<file path="src/rtl/sem_pkg.sv">
// Shared constants and types for the Sobel edge magnitude block.
package sem_pkg;

    localparam int MaxWidth = 2048;
    localparam int ColW = $clog2(MaxWidth);
    localparam int NumLanes = 3;

    localparam logic [11:0] WidthReset = 12'd640;
    localparam logic [15:0] HeightReset = 16'd480;

    typedef enum logic {
        CFG_WIDTH = 1'b0,
        CFG_HEIGHT = 1'b1
    } t_cfg_index;

    // Window of one channel, [row*3 + col], rows top..bottom, cols left..right
    typedef logic [8:0][7:0] t_win;

    typedef struct packed {
        logic [2:0] rv;
        logic [2:0] cv;
    } t_mask;

endpackage

</file>
<file path="src/rtl/sem_sqrt.sv">
// Merging stage: rounded integer square root of each lane, result staging.
module sem_sqrt
    import sem_pkg::*;
(
    input  logic                      i_clk,
    input  logic                      i_rst_n,
    input  logic                      i_en,
    input  logic                      i_vld,
    input  logic                      i_last,
    input  logic [NumLanes-1:0][16:0] i_sum,
    output logic                      o_vld,
    output logic                      o_last,
    output logic [NumLanes-1:0][7:0]  o_mag
);

    // digit pipeline: stage k decides bit 7-k
    logic [8:0]                     r_v;
    logic [8:0]                     r_l;
    logic [8:0][NumLanes-1:0][16:0] r_s;
    logic [8:0][NumLanes-1:0][7:0]  r_m;
    logic [NumLanes-1:0][8:0]       fin;
    logic [NumLanes-1:0][7:0]       n_m [8];

    always_comb begin
        for (int k = 0; k < 8; k++) begin
            for (int l = 0; l < NumLanes; l++) begin
                logic [7:0] t;
                t = r_m[k][l] | (8'd128 >> k);
                n_m[k][l] = (17'(t * t) <= r_s[k][l]) ? t : r_m[k][l];
            end
        end
        for (int l = 0; l < NumLanes; l++) begin
            fin[l] = (r_s[8][l] > 17'(r_m[8][l] * r_m[8][l]) + 17'(r_m[8][l]))
                   ? 9'(r_m[8][l]) + 9'd1 : 9'(r_m[8][l]);
        end
    end

    always_ff @(posedge i_clk) begin
        if (!i_rst_n) begin
            r_v <= '0;
        end else if (i_en) begin
            r_v <= {r_v[7:0], i_vld};
        end
    end

    always_ff @(posedge i_clk) begin
        if (i_en) begin
            r_l[0] <= i_last;
            r_s[0] <= i_sum;
            r_m[0] <= '0;
            for (int k = 0; k < 8; k++) begin
                r_l[k+1] <= r_l[k];
                r_s[k+1] <= r_s[k];
                r_m[k+1] <= n_m[k];
            end
        end
    end

    always_comb begin
        o_vld  = r_v[8];
        o_last = r_l[8];
        for (int l = 0; l < NumLanes; l++) begin
            o_mag[l] = fin[l][8] ? 8'd255 : fin[l][7:0];
        end
    end

endmodule

</file>
<file path="config.mk">
export PLATFORM = sky130hd
export DESIGN_NAME = sem_sqrt
export DESIGN_NICKNAME = d
export VERILOG_FILES = /design/src/rtl/sem_pkg.sv /design/src/rtl/sem_sqrt.sv
export SDC_FILE = /design/constraint.sdc
export NUM_CORES = 1
export LEC_CHECK = 0
export BUFFER_PORTS_ARGS = -buffer_cell sky130_fd_sc_hd__buf_2
export CAP_MARGIN = 20
export CORE_UTILIZATION = 50
export CTS_CLUSTER_SIZE = 20
export DETAILED_ROUTE_END_ITERATION = 6
export PLACE_DENSITY = 0.73
export SYNTH_ARGS = -nofsm -noshare
export SYNTH_HDL_FRONTEND = slang
export SYNTH_SLANG_ARGS = --single-unit
</file>
<file path="constraint.sdc">
create_clock -name i_clk -period 20.3 [get_ports i_clk]
set_input_delay 3.045 -clock i_clk [delete_from_list [all_inputs] [get_ports i_clk]]
set_output_delay 3.045 -clock i_clk [all_outputs]
set_load 0.01 [all_outputs]
</file>
# Word-level counts from Yosys, hierarchy flattened
# Cells that the tools add are included.
# totals
reg_bits,669
latchBits,0
ramBits,0
mem_bits_ro,0
out_inout_bits,26
memories,0
# op_classes
addsub,6
n_mul,24
div,0
magnitude_cmp,27
n_eq_ne,0
shift,0
n_mux,6
bitwise,0
reduce_logical,0
# ops
op,n
8-bit by 8-bit multiplier with 16-bit output,24
16-bit by 17-bit <= comparator with 1-bit output,21
16-bit by 8-bit adder with 17-bit output,3
17-bit greater-than comparator,3
15-bit by 17-bit <= comparator with 1-bit output (first input constant),3
8-bit by 1-bit adder with 9-bit output (second input constant),3
9-bit two-way mux,3
8-bit two-way mux,3

# Logic depth before layout (Yosys ltp)
# depth
ltp_word,5
ltp_mapped,25
ltp_nobuf,23

# Least setup slack after synthesis
# Ideal clock, no wire load.
# synth_path
path_type,flip-flop to output port
startpoint,register r_m[195] in the netlist's numbering
endpoint,output port o_mag[3] in the netlist's numbering
t_arrival_ns,5.989
setup_slack_ns,11.266
path_stages_with_launch,26
path_buffers,2
cell_sequence,edfxtp_1 -> clkbuf_1 -> and2_1 -> inv_1 -> fa_1 -> fa_1 -> inv_1 -> ha_1 -> inv_1 -> fa_1 -> inv_1 -> ha_1 -> a211oi_1 -> o21bai_1 -> a2111oi_0 -> o311ai_1 -> a21oi_1 -> xor2_1 -> ha_1 -> a21o_1 -> a21o_1 -> a221o_1 -> o31a_4 -> buf_6 -> and3_1 -> a21oi_1
# synth_lines
element,line_no,rtl
start: declaration,sem_sqrt.sv:20,logic [8:0][NumLanes-1:0][7:0] r_m;
start signal: indexed assignment,sem_sqrt.sv:54,r_m[k+1] <= n_m[k];
end: declaration,sem_sqrt.sv:13,output logic [NumLanes-1:0][7:0] o_mag

==> results_dict.tcl <==
set metrics [dict create \
    run_status "complete, no violations" \
    final_nets 4850 \
    synth_ff_type "edfxtp_1" \
    cts_tree "yes" \
    cts_max_level 3 \
    clkLatencyLatePin_ns 0.59 \
    syn_avg_cell_area_sq_um 11.4 \
    grt_max_degree 188 \
    synth_top_area_cell "edfxtp_1" \
    cp_max_fo 14 \
    synth_cells 3777 \
    period_share_pct 50.7 \
    synth_area_leaders "edfxtp_1 40%, ha_1 19%, fa_1 12%" \
    p_per_area_mw_per_mm2 166 \
    via_count 26200 \
    critPathKind "register to primary output" \
    max_freq_mhz 97.1 \
    hold_viol 0 \
    grt_usage_pct 17.4 \
    cts_buffers 67 \
    globalplace.congestion 0.872 \
    rsz0062_at_grt "false" \
    synth_edf_count 576 \
    die_h_microns 296 \
    rows 107 \
    ant_nets 0 \
    syn_nets 4744 \
    synth_area_sq_mm 0.0432 \
    routedWlPerCell_microns 14.5 \
    min_path_type "register to register" \
    cellLeakagePower_uw 0.0216 \
    die_area_sq_mm 0.0876 \
    clk_pin_slew_ns 0.07 \
    die_w_microns 296 \
    ys_ff_latch 585 \
    core-area_sq_mm 0.0854 \
    ios 82 \
    synth_cell_types 66 \
    worstPathArrival_ns 7.25 \
    area_delta_synth_final_pct 8.89 \
    yosys-top-cells-count "738 x inv_1, 644 x ha_1, 576 x edfxtp_1" \
    clkSinkCount 585 \
    seq_area_frac_synth_pct 40.5 \
    cts_resized 0 \
    drv_cap 0 \
    dr.pass1.iters 5 \
    drcViolationCount 0 \
    finalSetupViolations 0 \
    period_minus_slack_ns 10.30 \
    relSlewSlack_pct 27.1 \
    clock_tree.buffer_depth 3 \
    post_cts_buffers 0 \
    nFillCells 7387 \
    irDropWorstVdd_uv 153 \
    fin_setup_tns_ns 0 \
    finClkSkew_ns 0.0320 \
    layout-drive-gt1-share_pct 5.87 \
    viasPerCell 5.15 \
    hold_slack_ns 0.404 \
    synth_warnings 0 \
    dp.final_hpwl_microns 57600 \
    grt_first_pass_wirelength_microns 125000 \
    synth-async-reset-ratio_pct 0 \
    worstSetupEndpointType "primary output" \
    port_buffers 81 \
    worstPathRequired_ns 17.26 \
    cp-start-kind "register" \
    routed_wl_microns 73400 \
    initial_core_util_pct 50.6 \
    grt_pass1_vias 26600 \
    gr-total-overflow 0 \
    cts_hold_buf 0 \
    drt_iter0_markers 1215 \
    maxSlewViolCount 0 \
    diodes 0 \
    synth.most_common_cell "inv_1" \
    root_buffer "clkbuf_16" \
    post-route-util_pct 55.1 \
    dp_slack_ns 10.67 \
    synth.top_cell.area_share_pct 40.0 \
    antenna_found_initial 0 \
    worstMarginPinSlew_ns 1.09 \
    fin_ws_ns 10.00 \
]
## through the flow
stage,std cells,total power [uW],instance area [sq um]
finish,5078,7790,47000
global route,5078,8720,47000
CTS,5078,7900,47000
detailed placement,4958,6660,44900
global placement,4958,6520,44900
floorplan,3777,5530,43200
## worst paths after layout
path	start	end	cells after the start	slack [ns]
worst max-delay path	r_m[195]	o_mag[7]	24	10.00
worst max register to register	r_m[186]	r_m[208]	19	14.44
worst min-delay path	r_s[25]	r_s[76]	0	0.40
worst min register to register	r_s[25]	r_s[76]	0	0.40
## power by group
part           total, uW  internal (uW)  leakage [uW]  switching, uW
registers           1510           1430       0.00564           87.0
logic               5100           2300        0.0149           2800
clock network       1170            698       0.00105            477
## layout make-up
class	instances	area, sq um	area share, %
inverter	738	2770	5.89
sequential	585	17500	37.2
clock buffer	82	1750	3.73
clock inverter	38	397	0.843
tap	1144	1430	3.04
multi-input combinational	2405	22700	48.4
timing repair buffer	86	465	0.989
## sequential cells by signal (all words and copies together) (netlist names)
register and cells:
r_s 459, r_l 9, r_m 108, r_v 9
## cell usage in the layout (no fill, tap or decap), types with 21 or more instances in the layout
cell type,count
a21o_1,63
a21oi_1,140
and2_1,134
buf_2,80
clkbuf_16,68
edfxtp_1,576
fa_1,267
ha_1,644
inv_1,738
nand2_1,176
nand2b_1,21
nand3_1,50
nand4_1,37
nor2_1,155
nor2b_1,40
nor3_1,39
nor4_1,42
o21a_1,23
o21ai_0,64
xnor2_1,168
xor2_1,43
## worst max-delay path, stage by stage, from the launching register on
cell and delay, ns:
edfxtp_1 0.59, and2_1 0.24, inv_1 0.07, fa_1 0.48
fa_1 0.51, inv_1 0.04, ha_1 0.26, inv_1 0.05
fa_1 0.59, inv_1 0.06, ha_1 0.30, a211oi_1 0.24
o21bai_1 0.14, a2111oi_0 0.65, o311ai_1 0.15, a21oi_1 0.19
xor2_1 0.17, ha_1 0.26, a21o_1 0.18, a21o_1 0.17
a221o_1 0.30, o31a_4 0.35, nand4_1 0.11, mux2_2 0.39
buf_2 0.16
## cell families after synthesis
| logic type | Yosys count | share of synthesized area, % |
|---|---|---|
| XOR/XNOR | 211 | 4.28 |
| AND/OR/NAND/NOR | 789 | 9.47 |
| flip-flops | 585 | 40.5 |
| adder cells (fa/ha/maj) | 911 | 31.0 |
| multiplexers | 33 | 0.825 |
| buffers and inverters | 787 | 6.89 |
| AO/OA/AOI/OAI | 461 | 7.05 |
## routing by layer
metal	global-route usage (%)	wire length (microns)	vias up
met3	2.05	2310	102
met4	5.09	1600	0
met5	0	0	-
met2	30.2	35800	376
met1	22.9	33700	12600
li1	-	-	13100
Power figures use the tool's default switching activity.
