File: src/rtl/sem_pkg.sv
// Shared constants and types for the Sobel edge magnitude block.
package sem_pkg;

    localparam int MaxWidth = 2048;
    localparam int ColW = $clog2(MaxWidth);
    localparam int NumLanes = 3;

    localparam logic [11:0] WidthReset = 12'd640;
    localparam logic [15:0] HeightReset = 16'd480;

    typedef enum logic {
        CFG_WIDTH = 1'b0,
        CFG_HEIGHT = 1'b1
    } t_cfg_index;

    // Window of one channel, [row*3 + col], rows top..bottom, cols left..right
    typedef logic [8:0][7:0] t_win;

    typedef struct packed {
        logic [2:0] rv;
        logic [2:0] cv;
    } t_mask;

endpackage

File: src/rtl/sem_grad.sv
// One channel lane: Sobel gradients, squared magnitude, pipelined.
module sem_grad
    import sem_pkg::*;
(
    input  logic        i_clk,
    input  logic        i_en,
    input  t_win        i_win,
    input  t_mask       i_mask,
    output logic [16:0] o_sum
);

    logic [8:0][7:0] w;
    logic signed [11:0] gx, gy;
    logic signed [11:0] r_gx, r_gy;
    logic [21:0] r_sum;

    always_comb begin
        for (int i = 0; i < 9; i++) begin
            w[i] = (i_mask.rv[i / 3] && i_mask.cv[i % 3]) ? i_win[i] : 8'd0;
        end
        gx = $signed({4'd0, w[2]}) - $signed({4'd0, w[0]})
           + $signed({3'd0, w[5], 1'b0}) - $signed({3'd0, w[3], 1'b0})
           + $signed({4'd0, w[8]}) - $signed({4'd0, w[6]});
        gy = $signed({4'd0, w[6]}) - $signed({4'd0, w[0]})
           + $signed({3'd0, w[7], 1'b0}) - $signed({3'd0, w[1], 1'b0})
           + $signed({4'd0, w[8]}) - $signed({4'd0, w[2]});
    end

    always_ff @(posedge i_clk) begin
        if (i_en) begin
            r_gx <= gx;
            r_gy <= gy;
        end
    end

    always_ff @(posedge i_clk) begin
        if (i_en) begin
            r_sum <= 22'(r_gx * r_gx) + 22'(r_gy * r_gy);
        end
    end

    // saturate above the rounding threshold of 255
    assign o_sum = (r_sum > 22'd65280) ? 17'd65535 : r_sum[16:0];

endmodule

File: config.mk
export PLATFORM = sky130hd
export DESIGN_NAME = sem_grad
export DESIGN_NICKNAME = d
export VERILOG_FILES = /design/src/rtl/sem_pkg.sv /design/src/rtl/sem_grad.sv
export SDC_FILE = /design/constraint.sdc
export NUM_CORES = 1
export LEC_CHECK = 0
export ABC_AREA = 1
export BUFFER_PORTS_ARGS = -buffer_cell sky130_fd_sc_hd__buf_2
export CORE_MARGIN = 10
export CORE_UTILIZATION = 25
export CTS_CLUSTER_SIZE = 40
export DETAILED_ROUTE_END_ITERATION = 8
export PLACE_DENSITY = 0.48
export SLEW_MARGIN = 20
export SYNTH_ARGS = -nofsm -noshare
export SYNTH_HDL_FRONTEND = slang
export SYNTH_SLANG_ARGS = --single-unit
File: constraint.sdc
create_clock -name i_clk -period 7.1 [get_ports i_clk]
set_input_delay 1.065 -clock i_clk [delete_from_list [all_inputs] [get_ports i_clk]]
set_output_delay 1.065 -clock i_clk [all_outputs]
set_load 0.03 [all_outputs]
Word-level counts from Yosys, hierarchy flattened
Index checks and enable logic that the tools add are counted.
Word-level totals
  bits in registers: 46
  bits in latches: 0
  memory bits (writable): 0
  ROM bits: 0
  logic and storage cells: 34
  memories: 0
Operators by class
  $add $sub $neg: 11
  $mul: 2
  div/mod/pow operators: 0
  $lt $le $gt $ge: 1
  equality and inequality tests: 0
  shift-type cells: 0
  mux-type cells: 9
  bitwise operators: 0
  reductions and logical operators: 8
Operator list (number)
  two-way mux 8 bit: 8
  multiplier 12 x 12 -> 22 bit: 2
  adder 12 x 9 -> 12 bit: 2
  subtractor 11 x 10 -> 12 bit: 2
  subtractor 12 x 9 -> 12 bit: 2
  adder 22 bit: 1
  adder 9 x 10 -> 11 bit: 2
  greater-than comparator 22 x 16 -> 1 bit (second input constant): 1
  subtractor 8 x 8 -> 9 bit: 2
  two-way mux 17 bit: 1
  logical AND 1 bit: 8

Depth between registers and ports, before layout
Gate-level depths: netlist of run 1.
  depth after elaboration: 7
  gate-level depth with buffers: 27
  mapped depth without buffers: 26

Worst setup path before layout of run 1
No wires, ideal clock.
  path kind: register -> register
  start point: register r_gx[11]
  end point: register r_sum[19] (data pin)
  library setup time: 0.258 ns
  arrival time: 5.751 ns
  data required time: 6.842 ns
  path slack: 1.091 ns
  cell stages (with the launch flop): 24
  path buffers: 1
  period minus slack after synthesis: 6.009 ns
  cell sequence: edfxtp_1 -> clkbuf_1 -> nand2_1 -> inv_1 -> fa_1 -> inv_1 -> fa_1 -> fa_1 -> inv_1 -> fa_1 -> inv_1 -> fa_1 -> fa_1 -> fa_1 -> inv_1 -> ha_1 -> nand2_1 -> nor2_1 -> nand3_1 -> nand3_1 -> nand2_1 -> nor2_1 -> nor2_1 -> xnor2_1
On the way
  word-level cells in the longest chain between the ends: 2
RTL lines
  start, declared: line sem_grad.sv:14  | logic signed [11:0] r_gx, r_gy;
  start signal, assigned: line sem_grad.sv:31  | r_gx <= gx;
  multiplier 12 x 12 -> 22 bit: line sem_grad.sv:38  | r_sum <= 22'(r_gx * r_gx) + 22'(r_gy * r_gy);
  adder 22 bit: line sem_grad.sv:38
  end signal, assigned: line sem_grad.sv:38
  end, declared: line sem_grad.sv:15  | logic [21:0] r_sum;
No other way between the ends.
A chain may end at the register's enable or synchronous reset.

Worst setup path after layout of run 1
  start point: register r_gy[11]
  end point: register r_sum[21] (data pin)
On the way
  word-level cells in the longest chain between the ends: 2
RTL lines
  start, declared: line sem_grad.sv:14
  start signal, assigned: line sem_grad.sv:32  | r_gy <= gy;
  multiplier 12 x 12 -> 22 bit: line sem_grad.sv:38
  adder 22 bit: line sem_grad.sv:38
No other way between the ends.

==> run metrics, run 1 <==
critical path capture point type=flip-flop; maximum number of pins on one net before global-route repair=47; worst reg-to-reg path cell count=20; Most Frequent Cell on Critical Path=sky130_fd_sc_hd__fa_1; xor-xnor portion of the synthesized cell area=0.0365; number of buffers inserted to repair setup after CTS=0; final HPWL from detailed placement=29,600 µm; antenna viol nets, final=0; Least-Margin Pin Slew=around 0.69 ns; share of synthesized area spent on multiplexers=0; headroom to the max-slew limit=0.539; Total Die Area=0.0665 mm²; # DRC=0; Synth Cell Area=between 0.01 and 0.015 mm²; total of hold buffers inserted after clock tree synthesis=0; cells resized by post-CTS repair=0; delay-heaviest family, CP=adder cells; unique cell type count in the Yosys netlist=35; net total in the final layout=between 2,000 and 2,500; worst hold path depth=2; cell chosen for the clock root=sky130_fd_sc_hd__clkbuf_16; last weighted congestion value of the routability-driven placer=between 0.8 and 0.9; CTS clk-pin slew, worst paths=about 0.070 ns; setup repair after global routing missed its margin=no; wire length of the first global-routing pass=around 55,000 µm; ratio of routed vias to standard cells=4.00; Critical Path, Cell by Cell=nand2_1 > fa_1 > fa_1 > inv_1 > fa_1 > fa_1 > fa_1 > fa_1 > inv_1 > fa_1 > inv_1 > ha_1 > a21oi_1 > o21ai_0 > a21oi_1 > nand2_1 > nor2_1 > inv_1 > nand2_1 > nand2_1; slowest cell on the critical path=sky130_fd_sc_hd__fa_1; number of synthesized flops with an enable pin=between 40 and 50; final setup fails=0; reg-to-reg critical path endpoint=r_sum[21]; Post-Route Setup TNS=0 ns; synthesis-stage register bit count=46; number of optimization iterations in the first detailed-route pass=5; sort of element at the start of the critical path=flip-flop; area of the core=0.0562 mm²; proportion of register bits with asynchronous set or reset after synthesis=0; dominant combinational cell family by area after synthesis=adder cells; number of max-slew violations in the final report=0; Die W=~260 µm; Starting Density=0.252; cells after synthesis=1,661; number of sinks handled by clock tree synthesis=46; clock tree from TritonCTS=yes; vias after detailed routing=about 10,000; worst-path fanout max=16; Net Count, Synth=about 2,200; proportion of synthesized chip area in sequential cells=0.0976; n_diodes=0; final period demand of the worst path=approximately 6.6 ns; count of pins on the block boundary=97; Min-Delay Endpoint=r_sum[0]; Simple-Gate Fraction of Synth Area=0.124; die height=around 260 µm; type of the tightest min-delay check=flip-flop to flip-flop; count of standard-cell rows=87; final hold viol count=0; timing-limited maximum frequency=~0.15 GHz; ratio of cells with drive above 1 in the final layout=0.0684; CTS Buffer Depth=2; count of input and output buffers=slightly below 90; final routed wire length divided by cell count=around 13 µm; result of the run=complete, no violations; most common library cell in the layout ignoring fill and taps=sky130_fd_sc_hd__inv_1; fraction of the cycle the final worst path needs=0.932; Clock Latency Late Sink=0.31 ns; number of warnings printed during yosys synthesis=0; Synth Flop Type=sky130_fd_sc_hd__edfxtp_1; total length of routed wires=32,300 µm; launch point of the worst hold path=r_gx[0]; Worst Clk Skew=0.00762 ns; count of buffering cells on the critical path with inverters included=4; post-synthesis compound-gate area fraction=0.0334; type of the setup path with the least slack=flip-flop to flip-flop; H-tree Lvls=2; final cell utilization of the core=0.279; crit path DAT=6.68 ns; drt initial violations=about 440; all-layer global routing usage=0.101; adder-cell share of the synthesized area=0.549; # Max-Cap Violations=0; remaining global-route overflow=0; commonest non-fill, non-tap cells in the layout=sky130_fd_sc_hd__inv_1, sky130_fd_sc_hd__fa_1, sky130_fd_sc_hd__nand2_1, sky130_fd_sc_hd__ha_1, sky130_fd_sc_hd__buf_2; critical register-to-register path startpoint=r_gy[11]; vias in the first global route=between 10,000 and 15,000; antenna violations before repair=0; Critical Path RT=~7 ns; area growth from synthesis to final layout=10.7%; maximum cell stage delay along the critical path=between 0.8 and 0.9 ns; reg-to-reg setup timing slack=0.48 ns; number of buffers added by the clock tree synthesis step=5; average instance area after synthesis=between 8 and 9 µm²
==> cell type report <==
type | instances | area [µm²]
clock inverter | 1 | 30.0
inverter | 571 | 2140
timing repair buffer | 98 | 518
multi-input combinational | 1016 | 10500
tap | 756 | 946
clock buffer | 7 | 133
sequential | 46 | 1380
fill | 6164 | 40500
==> metal layers <==
layer	part of all wire	vias up	track usage
met5	0	-	0
met4	0.016	0	0.0190
met2	0.51	194	0.182
met1	0.43	4876	0.126
met3	0.046	25	0.0168
li1	-	4882	-
==> how the worst max path moves through the flow <==
stage / cells past startpoint / from / to / slack, ns
floorplan: 23 / r_gx[11] / r_sum[19] / 1.09
global placement: 20 / r_gy[11] / r_sum[21] / 0.44
detailed placement: 20 / r_gy[11] / r_sum[21] / 0.41
CTS: 20 / r_gy[11] / r_sum[21] / 0.39
global route: 20 / r_gy[11] / r_sum[19] / 0.05
finish: 20 / r_gy[11] / r_sum[21] / 0.48
==> tightest hold or removal path, cell delays in order (launching register included) <==
cell and delay [ns]:
sky130_fd_sc_hd__edfxtp_1 0.34, sky130_fd_sc_hd__buf_4 0.20, sky130_fd_sc_hd__ha_1 0.15
==> per-stage QoR <==
stage	cells	cell area, µm²	hold WS, ns	setup WS (ns)
2_1_floorplan	1661	14100	0.596	1.09
3_5_place_dp	2487	15500	0.779	0.410
5_1_grt	2495	15700	0.865	0.0481
4_1_cts	2495	15700	0.792	0.392
6_report	2495	15700	0.791	0.483
3_3_place_gp	2487	15500	0.781	0.444
==> flip-flops by register name, summed over array words and instances, names as in the netlist <==
signal	count
r_gx	12
r_sum	22
r_gy	12
==> synthesized netlist by cell type (all sizes together), types with 2 or more instances <==
cell	number	area, µm²
xnor2	24	210
a21oi	48	240
clkbuf	26	97.6
ha	130	1630
nand4	8	50.1
nand3b	3	22.5
xor2	35	307
nor3	6	30.0
o311ai	2	17.5
inv	571	2140
o21bai	4	30.0
o21ai	16	83.8
fa	307	6150
nor2	79	297
edfxtp	46	1380
nor4	4	31.3
nand2	303	1140
o211ai	3	22.5
o31ai	2	15.0
or2	6	37.5
buf	2	12.5
nand3	27	135
a21o	3	22.5
==> kinds of logic after synthesis <==
family	Yosys count
buf+inv	599
fa+ha+maj	437
other cells	1
flops	46
simple gates	436
xor+xnor	59
compound gates	83
Power of run 1 is not shown: default switching activity piles up to over one toggle a cycle in this logic, so the estimate is an artifact.
==> inputs of run 2 (changes only) <==
Settings changed: CORE_UTILIZATION 25 to 54, PLACE_DENSITY 0.48 to 0.8.
==> run metrics, run 2 (same netlist as run 1, synthesis figures left out) <==
net total in the final layout=between 2,000 and 2,500; antenna viol nets, final=0; H-tree Lvls=2; flip-flop count of the largest register after layout=22; ratio of cells with drive above 1 in the final layout=0.0706; total of hold buffers inserted after clock tree synthesis=0; Total Die Area=0.0331 mm²; final period demand of the worst path=about 6.6 ns; Post-Route Setup TNS=0 ns; headroom to the max-slew limit=0.334; sort of element at the start of the critical path=flip-flop; setup repair after global routing missed its margin=no; number of buffers inserted to repair setup after CTS=0; antenna violations before repair=0; maximum number of pins on one net before global-route repair=47; count of input and output buffers=87; Least-Margin Pin Slew=between 0.9 and 1 ns; fraction of the cycle the final worst path needs=0.923; remaining global-route overflow=0; worst hold path depth=2; worst-path fanout max=16; type of the setup path with the least slack=flip-flop to flip-flop; number of sinks handled by clock tree synthesis=between 40 and 50; crit path DAT=approximately 6.6 ns; final HPWL from detailed placement=~28,000 µm; total length of routed wires=slightly above 30,000 µm; final cell utilization of the core=0.585; area growth from synthesis to final layout=7.15%; tightest hold margin=a little over 0.9 ns; number of max-slew violations in the final report=0; vias in the first global route=11,723; drt initial violations=542; final hold viol count=0; non-filler instance count after layout=about 2,100; critical path capture point type=flip-flop; Worst Clk Skew=approximately 0.0056 ns; cell chosen for the clock root=sky130_fd_sc_hd__clkbuf_16; final setup fails=0; ratio of routed vias to standard cells=around 5.0; number of optimization iterations in the first detailed-route pass=5; Top Registers=r_sum x22, r_gx x12, r_gy x12; count of pins on the block boundary=97; largest register by flop count=r_sum; wire length of the first global-routing pass=approximately 53,000 µm; cells resized by post-CTS repair=0; last weighted congestion value of the routability-driven placer=between 0.9 and 1; Starting Density=0.546; area of the core=roughly 0.026 mm²; clock tree from TritonCTS=yes; timing-limited maximum frequency=approximately 0.15 GHz; vias after detailed routing=10,395; final routed wire length divided by cell count=roughly 15 µm; result of the run=complete, no violations; Clock Latency Late Sink=approximately 0.29 ns; CTS Buffer Depth=2; n_diodes=0; all-layer global routing usage=0.192; number of buffers added by the clock tree synthesis step=5; most common library cell in the layout ignoring fill and taps=sky130_fd_sc_hd__inv_1; Die W=182 µm; # Max-Cap Violations=0; die height=between 150 and 200 µm; count of standard-cell rows=between 50 and 60; Critical Path RT=a little over 7 ns; worst reg-to-reg path cell count=22; CTS clk-pin slew, worst paths=~0.060 ns; total placed cells including tap cells=roughly 2,100; # DRC=0; type of the tightest min-delay check=flip-flop to flip-flop; commonest non-fill, non-tap cells in the layout=sky130_fd_sc_hd__inv_1, sky130_fd_sc_hd__fa_1, sky130_fd_sc_hd__nand2_1, sky130_fd_sc_hd__ha_1, sky130_fd_sc_hd__buf_2
-- run 2: area by class of cell --
type	instances	area, µm²
clock buffers	5	125
clock inverters	3	43.8
fillers	2213	10800
inverters	571	2140
multi-input cells	1016	10500
flip-flops and latches	46	1380
well taps	335	419
repair buffers	100	533
-- run 2: final timing paths --
kind | startpoint | end | slack, ns
worst max-delay path | r_gy[11] | r_sum[21] | 0.55
worst min-delay path | r_gx[0] | r_sum[1] | 0.92
worst max register to register | r_gy[11] | r_sum[21] | 0.55
worst min register to register | r_gx[0] | r_sum[1] | 0.92
-- run 2: per-layer routing --
metal  GRT usage  share of wire  up-vias
li1            -              -     4900
met1       0.221           0.40     5132
met2       0.358           0.52      294
met3      0.0165          0.044       69
met4      0.0771          0.040        0
met5           0              0        -
-- run 2: through the flow --
step                      instance area (µm²)  worst slack (ns)
after floorplan                         14100              1.09
after global placement                  15000             0.646
after detailed placement                15000             0.581
after CTS                               15200             0.559
after global routing                    15200             0.167
final                                   15200             0.549
-- run 2: critical path, cell delays in order (launching register included) --
cell	delay, ns
sky130_fd_sc_hd__edfxtp_1	0.76
sky130_fd_sc_hd__nand2_1	0.30
sky130_fd_sc_hd__fa_1	0.67
sky130_fd_sc_hd__inv_1	0.15
sky130_fd_sc_hd__fa_1	0.50
sky130_fd_sc_hd__inv_1	0.05
sky130_fd_sc_hd__fa_1	0.53
sky130_fd_sc_hd__inv_1	0.05
sky130_fd_sc_hd__fa_1	0.50
sky130_fd_sc_hd__fa_1	0.43
sky130_fd_sc_hd__fa_1	0.49
sky130_fd_sc_hd__inv_1	0.05
sky130_fd_sc_hd__fa_1	0.50
sky130_fd_sc_hd__inv_1	0.05
sky130_fd_sc_hd__ha_1	0.33
sky130_fd_sc_hd__a21oi_1	0.28
sky130_fd_sc_hd__o21ai_0	0.15
sky130_fd_sc_hd__a21oi_1	0.14
sky130_fd_sc_hd__nand2_1	0.06
sky130_fd_sc_hd__nor2_1	0.16
sky130_fd_sc_hd__inv_1	0.06
sky130_fd_sc_hd__nand2_1	0.07
sky130_fd_sc_hd__nand2_1	0.05
Power of run 2 is left out for the same reason.
==> inputs of run 3 (changes only) <==
Settings changed: BUFFER_PORTS_ARGS -buffer_cell sky130_fd_sc_hd__buf_2 to -buffer_cell sky130_fd_sc_hd__buf_4.
==> run metrics, run 3 (same netlist as run 1, synthesis figures left out) <==
vias in the first global route=~11,000; timing-limited maximum frequency=0.150 GHz; setup repair after global routing missed its margin=no; clock tree from TritonCTS=yes; # DRC=0; worst hold path depth=2; headroom to the max-slew limit=0.508; H-tree Lvls=2; total of hold buffers inserted after clock tree synthesis=0; Post-Route Setup TNS=0 ns; worst setup slack before clock tree synthesis=approximately 0.47 ns; most common library cell in the layout ignoring fill and taps=sky130_fd_sc_hd__inv_1; CTS clk-pin slew, worst paths=roughly 0.06 ns; number of max-slew violations in the final report=0; non-filler instance count after layout=about 2,100; remaining global-route overflow=0; wire length of the first global-routing pass=between 50,000 and 60,000 µm; largest register by flop count=r_sum; area growth from synthesis to final layout=8.34%; die height=182 µm; net total in the final layout=2,254; critical path capture point type=flip-flop; cells resized by post-CTS repair=0; # Max-Cap Violations=0; Worst Setup Slack, final=0.447 ns; Critical Path RT=approximately 7.2 ns; result of the run=complete, no violations; final routed wire length divided by cell count=~15 µm; commonest non-fill, non-tap cells in the layout=sky130_fd_sc_hd__inv_1, sky130_fd_sc_hd__fa_1, sky130_fd_sc_hd__nand2_1, sky130_fd_sc_hd__ha_1, sky130_fd_sc_hd__buf_4; number of buffers inserted to repair setup after CTS=0; Total Die Area=about 0.033 mm²; total placed cells including tap cells=~2,100; antenna viol nets, final=0; number of optimization iterations in the first detailed-route pass=4; number of buffers added by the clock tree synthesis step=5; flip-flop count of the largest register after layout=22; maximum number of pins on one net before global-route repair=47; all-layer global routing usage=0.198; crit path DAT=roughly 6.7 ns; final setup fails=0; n_diodes=0; area used by multi-input combinational logic=between 0.01 and 0.015 mm²; sort of element at the start of the critical path=flip-flop; CTS Buffer Depth=2; drt initial violations=approximately 500; last weighted congestion value of the routability-driven placer=0.943; type of the setup path with the least slack=flip-flop to flip-flop; count of standard-cell rows=59; final hold viol count=0; total length of routed wires=~32,000 µm; ratio of routed vias to standard cells=5.01; Clock Latency Late Sink=0.29 ns; cell chosen for the clock root=sky130_fd_sc_hd__clkbuf_16; tightest hold margin=about 0.92 ns; Worst Clk Skew=about 0.0059 ns; area of the core=between 0.02 and 0.03 mm²; Top Registers=r_sum x22, r_gx x12, r_gy x12; final HPWL from detailed placement=28,200 µm; final period demand of the worst path=6.65 ns; type of the tightest min-delay check=flip-flop to flip-flop; Die W=approximately 180 µm; fraction of the cycle the final worst path needs=0.937; count of pins on the block boundary=between 90 and 100; worst-path fanout max=16; Least-Margin Pin Slew=approximately 0.74 ns; Storage cell area=~0.0014 mm²; vias after detailed routing=a little over 10,000; number of sinks handled by clock tree synthesis=between 40 and 50; ratio of cells with drive above 1 in the final layout=0.0685; antenna violations before repair=0; count of fill cells added during filler insertion=~2,200; count of input and output buffers=between 80 and 90; worst reg-to-reg path cell count=22; Starting Density=0.546
[run 3: stage by stage]
stage          cell area [µm²]   util
2_1_floorplan            14100      -
3_3_place_gp             15200  0.586
3_5_place_dp             15200  0.586
4_1_cts                  15300  0.592
5_1_grt                  15300  0.592
6_report                 15300  0.592
[run 3: final timing paths]
kind	start	to	slack, ns
max	r_gx[11]	r_sum[21]	0.45
min	r_gx[0]	r_sum[0]	0.92
max reg2reg	r_gx[11]	r_sum[21]	0.45
min reg2reg	r_gx[0]	r_sum[0]	0.92
[run 3: area by class of cell]
cell class / count / area share
well taps: 335 / 0.0273
multi-input cells: 1016 / 0.686
clock buffers: 6 / 0.00841
inverters: 571 / 0.140
clock inverters: 2 / 0.000898
repair buffers: 97 / 0.0475
flip-flops and latches: 46 / 0.0901
[run 3: critical path: stages, from the launching register on]
cell and delay, ns:
sky130_fd_sc_hd__edfxtp_1 0.65, sky130_fd_sc_hd__nand2_1 0.24, sky130_fd_sc_hd__inv_1 0.08, sky130_fd_sc_hd__fa_1 0.70
sky130_fd_sc_hd__inv_1 0.15, sky130_fd_sc_hd__fa_1 0.72, sky130_fd_sc_hd__fa_1 0.51, sky130_fd_sc_hd__fa_1 0.51
sky130_fd_sc_hd__fa_1 0.54, sky130_fd_sc_hd__inv_1 0.05, sky130_fd_sc_hd__fa_1 0.47, sky130_fd_sc_hd__inv_1 0.05
sky130_fd_sc_hd__fa_1 0.50, sky130_fd_sc_hd__inv_1 0.05, sky130_fd_sc_hd__ha_1 0.32, sky130_fd_sc_hd__a21oi_1 0.17
sky130_fd_sc_hd__o21ai_0 0.10, sky130_fd_sc_hd__a21oi_1 0.12, sky130_fd_sc_hd__nand2_1 0.06, sky130_fd_sc_hd__nor2_1 0.20
sky130_fd_sc_hd__inv_1 0.09, sky130_fd_sc_hd__nand2_1 0.08, sky130_fd_sc_hd__nand2_1 0.04
[run 3: per-layer routing]
metal	track usage	routed length (µm)
met5	0	0
met4	0.0514	644
met3	0.0233	1640
met2	0.372	17100
met1	0.232	12300
Power of run 3 is left out for the same reason.
